### src/design/lmfc_pkg.sv
package lmfc_pkg;

  // Operation codes of an input word
  localparam logic [2:0] OP_INIT    = 3'd0;
  localparam logic [2:0] OP_CLEAR   = 3'd1;
  localparam logic [2:0] OP_PUT     = 3'd2;
  localparam logic [2:0] OP_DIGIT   = 3'd3;
  localparam logic [2:0] OP_REFRESH = 3'd4;

  // Microprogram addresses
  localparam logic [3:0] STEP_IDLE     = 4'd0;
  localparam logic [3:0] STEP_INIT     = 4'd1;
  localparam logic [3:0] STEP_INIT_CLR = 4'd2;
  localparam logic [3:0] STEP_CLEAR    = 4'd3;
  localparam logic [3:0] STEP_PUT      = 4'd4;
  localparam logic [3:0] STEP_DCHK     = 4'd5;
  localparam logic [3:0] STEP_DPIX     = 4'd6;
  localparam logic [3:0] STEP_DDONE    = 4'd7;
  localparam logic [3:0] STEP_BAD      = 4'd8;
  localparam logic [3:0] STEP_REFRESH  = 4'd9;

  localparam logic [3:0] INIT_LAST    = 4'd9;
  localparam logic [3:0] GLYPH_LAST   = 4'd14;
  localparam logic [3:0] REFRESH_LAST = 4'd15;

  localparam logic [2:0] INTENSITY_RESET = 3'd1;

  typedef enum logic [1:0] {
    EM_NONE,
    EM_INIT,
    EM_REFRESH,
    EM_STATUS
  } emit_t;

  typedef enum logic [1:0] {
    OK_ONE,
    OK_ZERO,
    OK_PIXEL
  } ok_sel_t;

  typedef enum logic [1:0] {
    FB_NONE,
    FB_CLEAR,
    FB_PUT,
    FB_GLYPH
  } fb_op_t;

  typedef enum logic [1:0] {
    SQ_WAIT,
    SQ_LOOP,
    SQ_GOTO,
    SQ_BADCHAR
  } seq_t;

  typedef struct packed {
    emit_t      emit;
    ok_sel_t    ok_sel;
    fb_op_t     fb_op;
    seq_t       seq;
    logic [3:0] target;
    logic [3:0] limit;
  } ctrl_word_t;

  // Sequencer to datapath
  typedef struct packed {
    ctrl_word_t word;
    logic [3:0] pc;
    logic [3:0] cnt;
    logic       advance;
    logic       loop_done;
    logic       load_item;
  } ctrl_t;

  // Datapath to sequencer
  typedef struct packed {
    logic stall;
    logic char_bad;
  } dp_stat_t;

  function automatic ctrl_word_t ucode(input logic [3:0] pc);
    ctrl_word_t w;
    w = '{emit: EM_NONE, ok_sel: OK_ONE, fb_op: FB_NONE, seq: SQ_GOTO,
          target: STEP_IDLE, limit: 4'd0};
    case (pc)
      STEP_IDLE: begin
        w.seq = SQ_WAIT;
      end
      STEP_INIT: begin
        w.emit = EM_INIT;
        w.seq = SQ_LOOP;
        w.target = STEP_INIT;
        w.limit = INIT_LAST;
      end
      STEP_INIT_CLR: begin
        w.fb_op = FB_CLEAR;
      end
      STEP_CLEAR: begin
        w.fb_op = FB_CLEAR;
        w.emit = EM_STATUS;
      end
      STEP_PUT: begin
        w.fb_op = FB_PUT;
        w.emit = EM_STATUS;
        w.ok_sel = OK_PIXEL;
      end
      STEP_DCHK: begin
        w.seq = SQ_BADCHAR;
        w.target = STEP_BAD;
      end
      STEP_DPIX: begin
        w.fb_op = FB_GLYPH;
        w.seq = SQ_LOOP;
        w.target = STEP_DPIX;
        w.limit = GLYPH_LAST;
      end
      STEP_DDONE: begin
        w.emit = EM_STATUS;
      end
      STEP_BAD: begin
        w.emit = EM_STATUS;
        w.ok_sel = OK_ZERO;
      end
      STEP_REFRESH: begin
        w.emit = EM_REFRESH;
        w.seq = SQ_LOOP;
        w.target = STEP_REFRESH;
        w.limit = REFRESH_LAST;
      end
      default: begin
        w.seq = SQ_GOTO;
      end
    endcase
    return w;
  endfunction

  function automatic logic [3:0] dispatch(input logic [2:0] op);
    logic [3:0] t;
    case (op)
      OP_INIT:    t = STEP_INIT;
      OP_CLEAR:   t = STEP_CLEAR;
      OP_PUT:     t = STEP_PUT;
      OP_DIGIT:   t = STEP_DCHK;
      OP_REFRESH: t = STEP_REFRESH;
      default:    t = STEP_BAD;
    endcase
    return t;
  endfunction

  // Setup command for frame idx of init
  function automatic logic [15:0] init_word(input logic [2:0] idx,
                                            input logic [3:0] inten);
    logic [15:0] w;
    case (idx)
      3'd0:    w = 16'h0F00;
      3'd1:    w = 16'h0B07;
      3'd2:    w = 16'h0900;
      3'd3:    w = 16'h0C01;
      default: w = {12'h0A0, inten};
    endcase
    return w;
  endfunction

  // 3x5 digit font, five rows per digit, bit 0 is the rightmost pixel
  localparam logic [2:0] GLYPHS [0:49] = '{
    3'd2, 3'd5, 3'd5, 3'd5, 3'd2,
    3'd2, 3'd6, 3'd2, 3'd2, 3'd7,
    3'd6, 3'd1, 3'd2, 3'd4, 3'd7,
    3'd6, 3'd1, 3'd2, 3'd1, 3'd6,
    3'd4, 3'd4, 3'd7, 3'd2, 3'd2,
    3'd7, 3'd4, 3'd2, 3'd1, 3'd6,
    3'd2, 3'd4, 3'd6, 3'd5, 3'd2,
    3'd7, 3'd1, 3'd1, 3'd2, 3'd2,
    3'd2, 3'd5, 3'd7, 3'd5, 3'd2,
    3'd2, 3'd5, 3'd3, 3'd1, 3'd2
  };

  // Split a pixel count 0..14 into glyph row (count / 3) and bit (count % 3)
  function automatic logic [4:0] glyph_pos(input logic [3:0] c);
    logic [4:0] rb;
    case (c)
      4'd0:    rb = {3'd0, 2'd0};
      4'd1:    rb = {3'd0, 2'd1};
      4'd2:    rb = {3'd0, 2'd2};
      4'd3:    rb = {3'd1, 2'd0};
      4'd4:    rb = {3'd1, 2'd1};
      4'd5:    rb = {3'd1, 2'd2};
      4'd6:    rb = {3'd2, 2'd0};
      4'd7:    rb = {3'd2, 2'd1};
      4'd8:    rb = {3'd2, 2'd2};
      4'd9:    rb = {3'd3, 2'd0};
      4'd10:   rb = {3'd3, 2'd1};
      4'd11:   rb = {3'd3, 2'd2};
      4'd12:   rb = {3'd4, 2'd0};
      4'd13:   rb = {3'd4, 2'd1};
      default: rb = {3'd4, 2'd2};
    endcase
    return rb;
  endfunction

endpackage

### src/design/led_matrix_framebuffer_controller_unit.sv
// The input word is accepted in the idle step; the routine's emitting steps register the result words.
// draw_digit answers after its glyph pixels, or right after the digit check for a character that is not a digit.
// Each operation runs one step per command word or glyph pixel plus idle and closing steps;
// output back-pressure holds the steps that emit a word. A new input word is accepted only
// in the idle step, so each operation finishes before the next is taken.
// Reset: synchronous; clears the framebuffer and sets intensity to 1.
module led_matrix_framebuffer_controller_unit (
  input  logic              clk,
  input  logic              rst,
  input  logic              in_valid,
  output logic              in_ready,
  input  logic [2:0]        operation,
  input  logic signed [5:0] pos_x,
  input  logic signed [4:0] pos_y,
  input  logic              pixel_on,
  input  logic [7:0]        char_code,
  output logic              out_valid,
  input  logic              out_ready,
  output logic [15:0]       spi_word,
  output logic              word_valid,
  output logic              frame_end,
  output logic              ok,
  output logic              last,
  input  logic              cfg_valid,
  output logic              cfg_ready,
  input  logic [3:0]        intensity
);
  import lmfc_pkg::*;

  ctrl_t    ctrl;
  dp_stat_t stat;

  assign in_ready = (ctrl.word.seq == SQ_WAIT);
  assign cfg_ready = 1'b1;

  lmfc_seq u_seq (
    .clk       (clk),
    .rst       (rst),
    .in_valid  (in_valid),
    .operation (operation),
    .stat      (stat),
    .ctrl      (ctrl)
  );

  lmfc_dp u_dp (
    .clk        (clk),
    .rst        (rst),
    .ctrl       (ctrl),
    .pos_x      (pos_x),
    .pos_y      (pos_y),
    .pixel_on   (pixel_on),
    .char_code  (char_code),
    .cfg_valid  (cfg_valid),
    .intensity  (intensity),
    .out_ready  (out_ready),
    .out_valid  (out_valid),
    .spi_word   (spi_word),
    .word_valid (word_valid),
    .frame_end  (frame_end),
    .ok         (ok),
    .last       (last),
    .stat       (stat)
  );

  a_refresh_dispatch: assert property (@(posedge clk) disable iff (rst)
    in_valid && in_ready && operation == OP_REFRESH |=> ctrl.pc == STEP_REFRESH)
    else $error("refresh word did not start the refresh routine");

  a_last_ends_frame: assert property (@(posedge clk) disable iff (rst)
    out_valid && word_valid && last |-> frame_end)
    else $error("final command word does not end a frame");

  a_status_quiet: assert property (@(posedge clk) disable iff (rst)
    out_valid && !word_valid |-> spi_word == 16'h0000 && !frame_end && last)
    else $error("status word carries command data");

  a_busy_no_accept: assert property (@(posedge clk) disable iff (rst)
    ctrl.pc != STEP_IDLE |-> !in_ready)
    else $error("input accepted while a routine runs");

endmodule

### src/design/lmfc_seq.sv
module lmfc_seq (
  input  logic             clk,
  input  logic             rst,
  input  logic             in_valid,
  input  logic [2:0]       operation,
  input  lmfc_pkg::dp_stat_t stat,
  output lmfc_pkg::ctrl_t  ctrl
);
  import lmfc_pkg::*;

  logic [3:0] pc, pc_next;
  logic [3:0] cnt, cnt_next;
  ctrl_word_t word;
  logic       loop_done;
  logic       advance;

  assign word = ucode(pc);
  assign loop_done = (word.seq != SQ_LOOP) || (cnt == word.limit);
  // idle step waits for an input word, steps that emit hold while the output is full
  assign advance = (word.seq == SQ_WAIT) ? in_valid : !stat.stall;

  always_comb begin
    pc_next = pc;
    cnt_next = cnt;
    if (advance) begin
      case (word.seq)
        SQ_WAIT:    pc_next = dispatch(operation);
        SQ_LOOP:    pc_next = loop_done ? pc + 4'd1 : word.target;
        SQ_BADCHAR: pc_next = stat.char_bad ? word.target : pc + 4'd1;
        default:    pc_next = word.target;
      endcase
      cnt_next = (word.seq == SQ_LOOP && !loop_done) ? cnt + 4'd1 : 4'd0;
    end
  end

  always_ff @(posedge clk) begin
    if (rst) begin
      pc <= STEP_IDLE;
      cnt <= 4'd0;
    end else begin
      pc <= pc_next;
      cnt <= cnt_next;
    end
  end

  assign ctrl.word = word;
  assign ctrl.pc = pc;
  assign ctrl.cnt = cnt;
  assign ctrl.advance = advance;
  assign ctrl.loop_done = loop_done;
  assign ctrl.load_item = advance && (word.seq == SQ_WAIT);

endmodule

### src/design/lmfc_dp.sv
module lmfc_dp (
  input  logic               clk,
  input  logic               rst,
  input  lmfc_pkg::ctrl_t    ctrl,
  input  logic signed [5:0]  pos_x,
  input  logic signed [4:0]  pos_y,
  input  logic               pixel_on,
  input  logic [7:0]         char_code,
  input  logic               cfg_valid,
  input  logic [3:0]         intensity,
  input  logic               out_ready,
  output logic               out_valid,
  output logic [15:0]        spi_word,
  output logic               word_valid,
  output logic               frame_end,
  output logic               ok,
  output logic               last,
  output lmfc_pkg::dp_stat_t stat
);
  import lmfc_pkg::*;

  logic [5:0] item_x;
  logic [4:0] item_y;
  logic       item_on;
  logic [7:0] item_char;
  logic [3:0] inten;

  logic [7:0] fb [0:15];

  logic       put_in;
  logic [4:0] gpos;
  logic [2:0] g_row;
  logic [1:0] g_bit;
  logic [5:0] g_idx;
  logic [6:0] gx;
  logic [5:0] gy;
  logic       g_in;
  logic [2:0] g_line;

  logic       wr_en;
  logic [3:0] wr_col;
  logic [2:0] wr_row;
  logic       wr_val;

  logic [2:0] rf_row;
  logic [3:0] rf_col;

  logic       emit_busy;
  logic       load;
  logic [15:0] n_word;
  logic       n_valid, n_fend, n_ok, n_last;

  always_ff @(posedge clk) begin
    if (ctrl.load_item) begin
      item_x <= pos_x;
      item_y <= pos_y;
      item_on <= pixel_on;
      item_char <= char_code;
    end
  end

  always_ff @(posedge clk) begin
    if (rst) begin
      inten <= {1'b0, INTENSITY_RESET};
    end else if (cfg_valid) begin
      inten <= intensity;
    end
  end

  assign stat.char_bad = (item_char < 8'h30) || (item_char > 8'h39);

  assign put_in = (item_x[5:4] == 2'b00) && (item_y[4:3] == 2'b00);

  // glyph pixel (x + 2 - bit, y + row) for the current count
  assign gpos  = glyph_pos(ctrl.cnt);
  assign g_row = gpos[4:2];
  assign g_bit = gpos[1:0];
  assign g_idx = {item_char[3:0], 2'b00} + {2'b00, item_char[3:0]} + {3'b000, g_row};
  assign g_line = GLYPHS[g_idx];
  assign gx = {item_x[5], item_x} + 7'd2 - {5'b0, g_bit};
  assign gy = {item_y[4], item_y} + {3'b000, g_row};
  assign g_in = (gx[6:4] == 3'b000) && (gy[5:3] == 3'b000);

  always_comb begin
    wr_en = 1'b0;
    wr_col = item_x[3:0];
    wr_row = item_y[2:0];
    wr_val = item_on;
    case (ctrl.word.fb_op)
      FB_PUT: begin
        wr_en = put_in;
      end
      FB_GLYPH: begin
        wr_en = g_in;
        wr_col = gx[3:0];
        wr_row = gy[2:0];
        wr_val = g_line[g_bit];
      end
      default: begin
        wr_en = 1'b0;
      end
    endcase
  end

  always_ff @(posedge clk) begin
    if (rst) begin
      for (int c = 0; c < 16; c++) fb[c] <= 8'h00;
    end else if (ctrl.advance) begin
      if (ctrl.word.fb_op == FB_CLEAR) begin
        for (int c = 0; c < 16; c++) fb[c] <= 8'h00;
      end else if (wr_en) begin
        fb[wr_col][wr_row] <= wr_val;
      end
    end
  end

  // refresh: even count is the far chip column, odd the near chip column
  assign rf_row = ctrl.cnt[3:1];
  assign rf_col = {ctrl.cnt[0], rf_row};

  always_comb begin
    n_word = 16'h0000;
    n_valid = 1'b0;
    n_fend = 1'b0;
    n_ok = 1'b1;
    n_last = ctrl.loop_done;
    case (ctrl.word.emit)
      EM_INIT: begin
        n_word = init_word(ctrl.cnt[3:1], inten);
        n_valid = 1'b1;
        n_fend = ctrl.cnt[0];
      end
      EM_REFRESH: begin
        n_word = {4'h0, {1'b0, rf_row} + 4'd1, fb[rf_col]};
        n_valid = 1'b1;
        n_fend = ctrl.cnt[0];
      end
      default: begin
        case (ctrl.word.ok_sel)
          OK_ZERO:  n_ok = 1'b0;
          OK_PIXEL: n_ok = put_in;
          default:  n_ok = 1'b1;
        endcase
      end
    endcase
  end

  assign emit_busy = out_valid && !out_ready;
  assign stat.stall = (ctrl.word.emit != EM_NONE) && emit_busy;
  assign load = ctrl.advance && (ctrl.word.emit != EM_NONE);

  always_ff @(posedge clk) begin
    if (rst) begin
      out_valid <= 1'b0;
    end else if (load) begin
      out_valid <= 1'b1;
    end else if (out_ready) begin
      out_valid <= 1'b0;
    end
  end

  always_ff @(posedge clk) begin
    if (load) begin
      spi_word <= n_word;
      word_valid <= n_valid;
      frame_end <= n_fend;
      ok <= n_ok;
      last <= n_last;
    end
  end

endmodule
### config.mk
export PLATFORM = sky130hd
export DESIGN_NAME = led_matrix_framebuffer_controller_unit
export DESIGN_NICKNAME = d
export VERILOG_FILES = /design/src/design/lmfc_pkg.sv /design/src/design/led_matrix_framebuffer_controller_unit.sv /design/src/design/lmfc_seq.sv /design/src/design/lmfc_dp.sv
export SDC_FILE = /design/constraint.sdc
export NUM_CORES = 1
export LEC_CHECK = 0
export ABC_AREA = 1
export BUFFER_PORTS_ARGS = -buffer_cell sky130_fd_sc_hd__buf_2
export CORE_ASPECT_RATIO = 0.75
export CORE_MARGIN = 2
export CORE_UTILIZATION = 50
export CTS_CLUSTER_DIAMETER = 120
export DETAILED_ROUTE_END_ITERATION = 7
export GPL_ROUTABILITY_DRIVEN = 0
export MAX_ROUTING_LAYER = met4
export PLACE_DENSITY_LB_ADDON = 0.2
export SLEW_MARGIN = 5
export SYNTH_ARGS = -nofsm -noshare
export SYNTH_HDL_FRONTEND = slang
export SYNTH_SLANG_ARGS = --single-unit
### constraint.sdc
create_clock -name clk -period 4.1 [get_ports clk]
set_clock_uncertainty 0.2 [all_clocks]
set_input_delay 0 -clock clk [delete_from_list [all_inputs] [get_ports clk]]
set_output_delay 0 -clock clk [all_outputs]
set_load 0.01 [all_outputs]
# == Word-level counts from Yosys, hierarchy flattened ==
# Memory sizes are Yosys's and may differ from the RTL's. A register that Yosys moved wholly into a read port is not among the register bits.
# Cells that the tools add are included.
# op_classes
n_mux,62
n_reduce_logical,28
eq_ne,27
add_sub_neg,8
order_cmp,6
n_bitwise,17
# op_table
cell,count
8-bit 2-to-1 mux,19
11-bit case mux with 4 select lines,1
4-bit 2-to-1 mux,9
16-bit case mux with 2 select lines,1
4-bit case mux with 3 select lines,2
4-bit case mux with 5 select lines,1
2-bit case mux with 3 select lines,3
1-bit 2-to-1 mux,17
"4-bit by 3-bit equality test with 1-bit output, second input constant",4
1-bit OR,16
4-bit case mux with 4 select lines,1
"3-bit by 2-bit equality test with 1-bit output, second input constant",4
3-bit logical NOT,4
"2-bit equality test, second input constant",5
3-bit 2-to-1 mux,3
"4-bit by 1-bit adder with 4-bit output, second input constant",2
"2-bit by 1-bit equality test with 1-bit output, second input constant",4
"4-bit by 2-bit equality test with 1-bit output, second input constant",2
"4-bit equality test, second input constant",2
"8-bit by 6-bit greater-than comparator with 1-bit output, second input constant",1
1-bit logical AND,8
"8-bit by 6-bit < comparator with 1-bit output, second input constant",1
8-bit OR reduction,1
"6-bit by 3-bit adder with 7-bit output, second input constant",1
other kinds (27),36
# word_totals
n_memories,3
register_bits,53
wordCells,164
romBits,272
mem_bits_rw,128
input_bits,32
# mem_list
memory,depth,width,rd,rd_clocked_by_memory_dff,wr,line_no,text
(no name shown),64,3,1,0,0,lmfc_dp.sv:79,assign g_line = GLYPHS[g_idx];
u_dp.fb,16,8,1,1,16,lmfc_dp.sv:28,logic [7:0] fb [0:15];
(no name shown),16,5,1,1,0,lmfc_pkg.sv:180,case (c)

# == Depth between registers and ports, before layout ==
# logic_depth
ltp_word,12
ltp_mapped,22

# == By module ==
# Synthesis repeated with hierarchy kept, for this count alone.
# hier_totals
hier_cells,1306
area_unflattened_um2,11857.6
# by_module_without_submodules
module,seq_area_each_um2,cells_per_inst,area_per_inst_um2,n_inst
lmfc_dp,5024.8,1166,10938.0,1
lmfc_seq,160.2,137,904.6,1
led_matrix_framebuffer_controller_unit,0.0,3,15.0,1

# == Worst setup path after synthesis ==
# No wires, ideal clock.
# synth_timing
path_kind,register -> register
from,register u_dp.item_char[0]
to,memory u_dp.fb[11][5] (data pin)
stages_incl_launch_ff,18
path_buffers,3
arrival_time_ns,2.879
slack_ns,0.756
path_cell_list,edfxtp_1 fa_1 inv_1 fa_1 buf_2 nand2_1 nand2_1 inv_1 nor2_1 nand2_1 nand3_1 nand3_1 nand3_1 nand2_1 nand2_1 buf_2 clkbuf_1 nor2_1
# synth_lines
item,line_no,text
from (decl),lmfc_dp.sv:25,logic [7:0] item_char;
from (signal assigned),lmfc_dp.sv:58,item_char <= char_code;
to (decl),lmfc_dp.sv:28,

==> metrics.txt <==
status complete, no violations; Worst R2R Start u_dp.item_char[2]$_DFFE_PP_; global-route wire length before repair 48400 µm; H-tree levels 4; largest net degree at the start of global routing 129; Hold Path Stages 2; vias in the first global route 9127; Worst Slack Setup Final 0.426 ns; Setup Total Neg Slack 0 ns; Post-synth EDFFs 164; Yosys reg bits 186; RSZ-0062 raised after global routing false; Critical Path RT 4.09 ns; register area share after synthesis 44.5%; CP endpoint kind flip-flop; post-CTS setup buffers 0; core area 23800 µm²; post-DP HPWL 19400 µm; DR iter-0 viols 1050; CTS max path bufs 2; Ports 55; dpl ws 0.460 ns; clock sinks 186; Setup crit end u_dp.fb[10][0]$_SDFFCE_PN0P_; Num CTS Buffers 17; initial antenna violation count 0; Synth Warn # 0; placed insts 1656; Non-Filler Instances 1727; port bufs 49; Final Critical Period 3.67 ns; Tcrit/Tclk final 89.6%; Post-DRT Antenna Nets 0; grt total ovfl 0; CTS tree yes; Hold Crit Class in -> reg; Crit Reg-Reg Endpoint u_dp.fb[10][0]$_SDFFCE_PN0P_; PD cells 564 nW/µm²; prevailing post-synth register cell edfxtp_1; starting density of the core 50.6%; total track usage 24.9%; die width 183 µm; antenna cells 0; flop2flop setup slack 0.43 ns; Syn Area/Cell 8.80 µm²; CP Launch Type flip-flop; Yosys cell types 48; FF-to-FF path depth 17; actual slew at the worst max-slew pin 0.864 ns; FP Rows 49; Final Max Tran Viols 0; Leakage Power 0.00594 µW; peak supply drop 0.000366 V; Finish-stage setup viols 0; Final Routed Wirelength 29800 µm; final hold vios 0; Max Fclk 272 MHz; root buffer selected by CTS clkbuf_16; CP arrival 3.66 ns; Die ar. 25400 µm²; drt drc 0; WL/cell 17.3 µm; Syn Inst Count 1369; clock slew at reported path FFs 0.07 ns; Die H 138 µm; total iterations of the first detailed-routing run 5; WS Path Type reg -> reg; CP max FO 47; Via Count 9669; critical path startpoint u_dp.item_char[2]$_DFFE_PP_; max-cap violations 0; netlist area before placement 12000 µm²; Via-to-Cell Ratio 5.60; Async SR Flop Fraction 0%; Clock Latency Late Sink 0.44 ns; Final nets 1486; area grow syn2layout 11.4%; share of layout cells above drive strength 1 16.3%; Slew HR 42.2%
[layout make-up]
cell class              instances  area [µm²]
repair buffers                113         963
clock inverters                11         145
fillers                      2161       10400
clock buffers                  20         437
well taps                     306         383
multi-input cells             955        5610
inverters                     136         512
flip-flops and latches        186        5370
[worst max-delay path, stage by stage, from the launching register on]
cell and delay [ns]:
edfxtp_1 0.44, fa_1 0.53, inv_1 0.06, fa_1 0.79, inv_1 0.16, nand2_1 0.14, nand2_1 0.06, nand2_1 0.06
inv_1 0.05, nor2_1 0.11, nand2_1 0.06, nand3_1 0.07, nand3_1 0.08, nand3_1 0.07, nand2_1 0.08, nand2_4 0.12
buf_12 0.24, nor2_1 0.07
[cells in the final DEF, fill, tap and decap left out, types with 11 or more instances in the layout]
| master | synthesis | layout |
|---|---|---|
| a21oi_1 | 62 | 62 |
| buf_12 | 9 | 11 |
| buf_2 | 37 | 49 |
| buf_4 | 8 | 13 |
| clkbuf_16 | 0 | 17 |
| dfxtp_1 | 22 | 21 |
| dlygate4sd3_1 | 0 | 40 |
| edfxtp_1 | 164 | 164 |
| ha_1 | 41 | 41 |
| inv_1 | 122 | 120 |
| inv_2 | 11 | 12 |
| mux2i_1 | 27 | 27 |
| nand2_1 | 292 | 291 |
| nand3_1 | 92 | 92 |
| nand4_1 | 40 | 40 |
| nand4_2 | 77 | 77 |
| nor2_1 | 185 | 182 |
| nor2_4 | 9 | 12 |
| o211ai_1 | 12 | 12 |
| o21ai_0 | 57 | 56 |
[cell families (layout without fill, tap and decap cells)]
kind of cell	count (synthesis)	in the layout	share of synthesized area, %
simple gates	717	717	31.2
buf+inv	231	280	9.36
flops	186	186	44.5
compound gates	153	153	7.03
fa+ha+maj	45	45	4.92
mux	31	31	2.62
xor+xnor	4	4	0.291
other cells	2	5	0.0623
[routing by layer]
| metal | track usage [%] | share of wire, % | up-vias |
|---|---|---|---|
| met3 | 4.27 | 6.6 | 21 |
| met4 | 4.97 | 0.81 | 0 |
| met2 | 35.6 | 43 | 290 |
| met5 | - | 0 | - |
| li1 | - | - | 4725 |
| met1 | 37.1 | 50 | 4633 |
[flip-flops by register name, indices dropped and copies added, names as in the netlist, named ones only]
signal and cells:
u_dp.fb 128, u_dp.spi_word 12, u_dp.item_char 8, u_dp.item_x 6, u_dp.gpos 5, u_dp.item_y 5, u_dp.inten 4, u_seq.cnt 4
u_seq.pc 4, u_dp.frame_end 1, u_dp.item_on 1, u_dp.last 1, u_dp.ok 1, u_dp.out_valid 1, u_dp.word_valid 1
[where the power goes]
group          internal (µW)  switching (µW)  leakage [µW]  total, µW
registers               2410             178       0.00184       2590
clock network            957             738      0.000278       1700
logic                    969            2310       0.00382       3270
[per-stage QoR]
stage | utilization, % | hold slack, ns | total power [µW] | instance area [µm²]
after floorplan | - | -0.101 | 4900 | 12100
after global placement | 52.3 | -0.0232 | 5760 | 12400
after detailed placement | 52.3 | -0.0219 | 5810 | 12400
after CTS | 56.4 | 0.0523 | 7550 | 13400
after global routing | 56.4 | 0.0619 | 8050 | 13400
final | 56.4 | 0.0639 | 7560 | 13400
[synthesized netlist by cell type, types with 3 or more instances]
cell type  instances  share of area (%)
inv_1            122                3.8
clkinv_1           3              0.093
mux2_2             4               0.37
inv_2             11               0.34
a21oi_1           62                2.6
buf_1             12               0.37
nor2_2             7               0.36
fa_1               4               0.66
nor2_4             9               0.84
nor2_1           185                5.8
nand4_2           77                8.0
buf_2             37                1.5
nand4_1           40                2.1
edfxtp_1         164                 41
o21ai_0           57                2.4
ha_1              41                4.3
a31oi_1            8               0.42
nand2_1          292                9.1
clkbuf_1          25               0.78
nand2_2            4               0.21
buf_12             9                1.5
nand3_4            3               0.44
nand3_1           92                3.8
o211ai_1          12               0.75
xnor2_1            3               0.22
mux2i_1           27                2.2
dfxtp_1           22                3.7
buf_4              8               0.50
[timing repair]
item / CTS / global route
resized for setup: 0 / 0
hold buffers: 40 / 0
endpoints found under the setup margin: 0 / 0
hold endpoints to repair: 41 / 0
[how the worst min path moves through the flow]
stage / from / end / slack [ns]
6_report: char_code[6] / u_dp.item_char[6]$_DFFE_PP_ / 0.06
5_1_grt: char_code[6] / u_dp.item_char[6]$_DFFE_PP_ / 0.06
4_1_cts: pixel_on / u_dp.item_on$_DFFE_PP_ / 0.05
3_5_place_dp: pixel_on / u_dp.item_on$_DFFE_PP_ / -0.02
3_3_place_gp: pos_x[3] / u_dp.item_x[3]$_DFFE_PP_ / -0.02
2_1_floorplan: char_code[0] / u_dp.item_char[0]$_DFFE_PP_ / -0.10
Note: power is estimated with default switching activity, not from simulation.
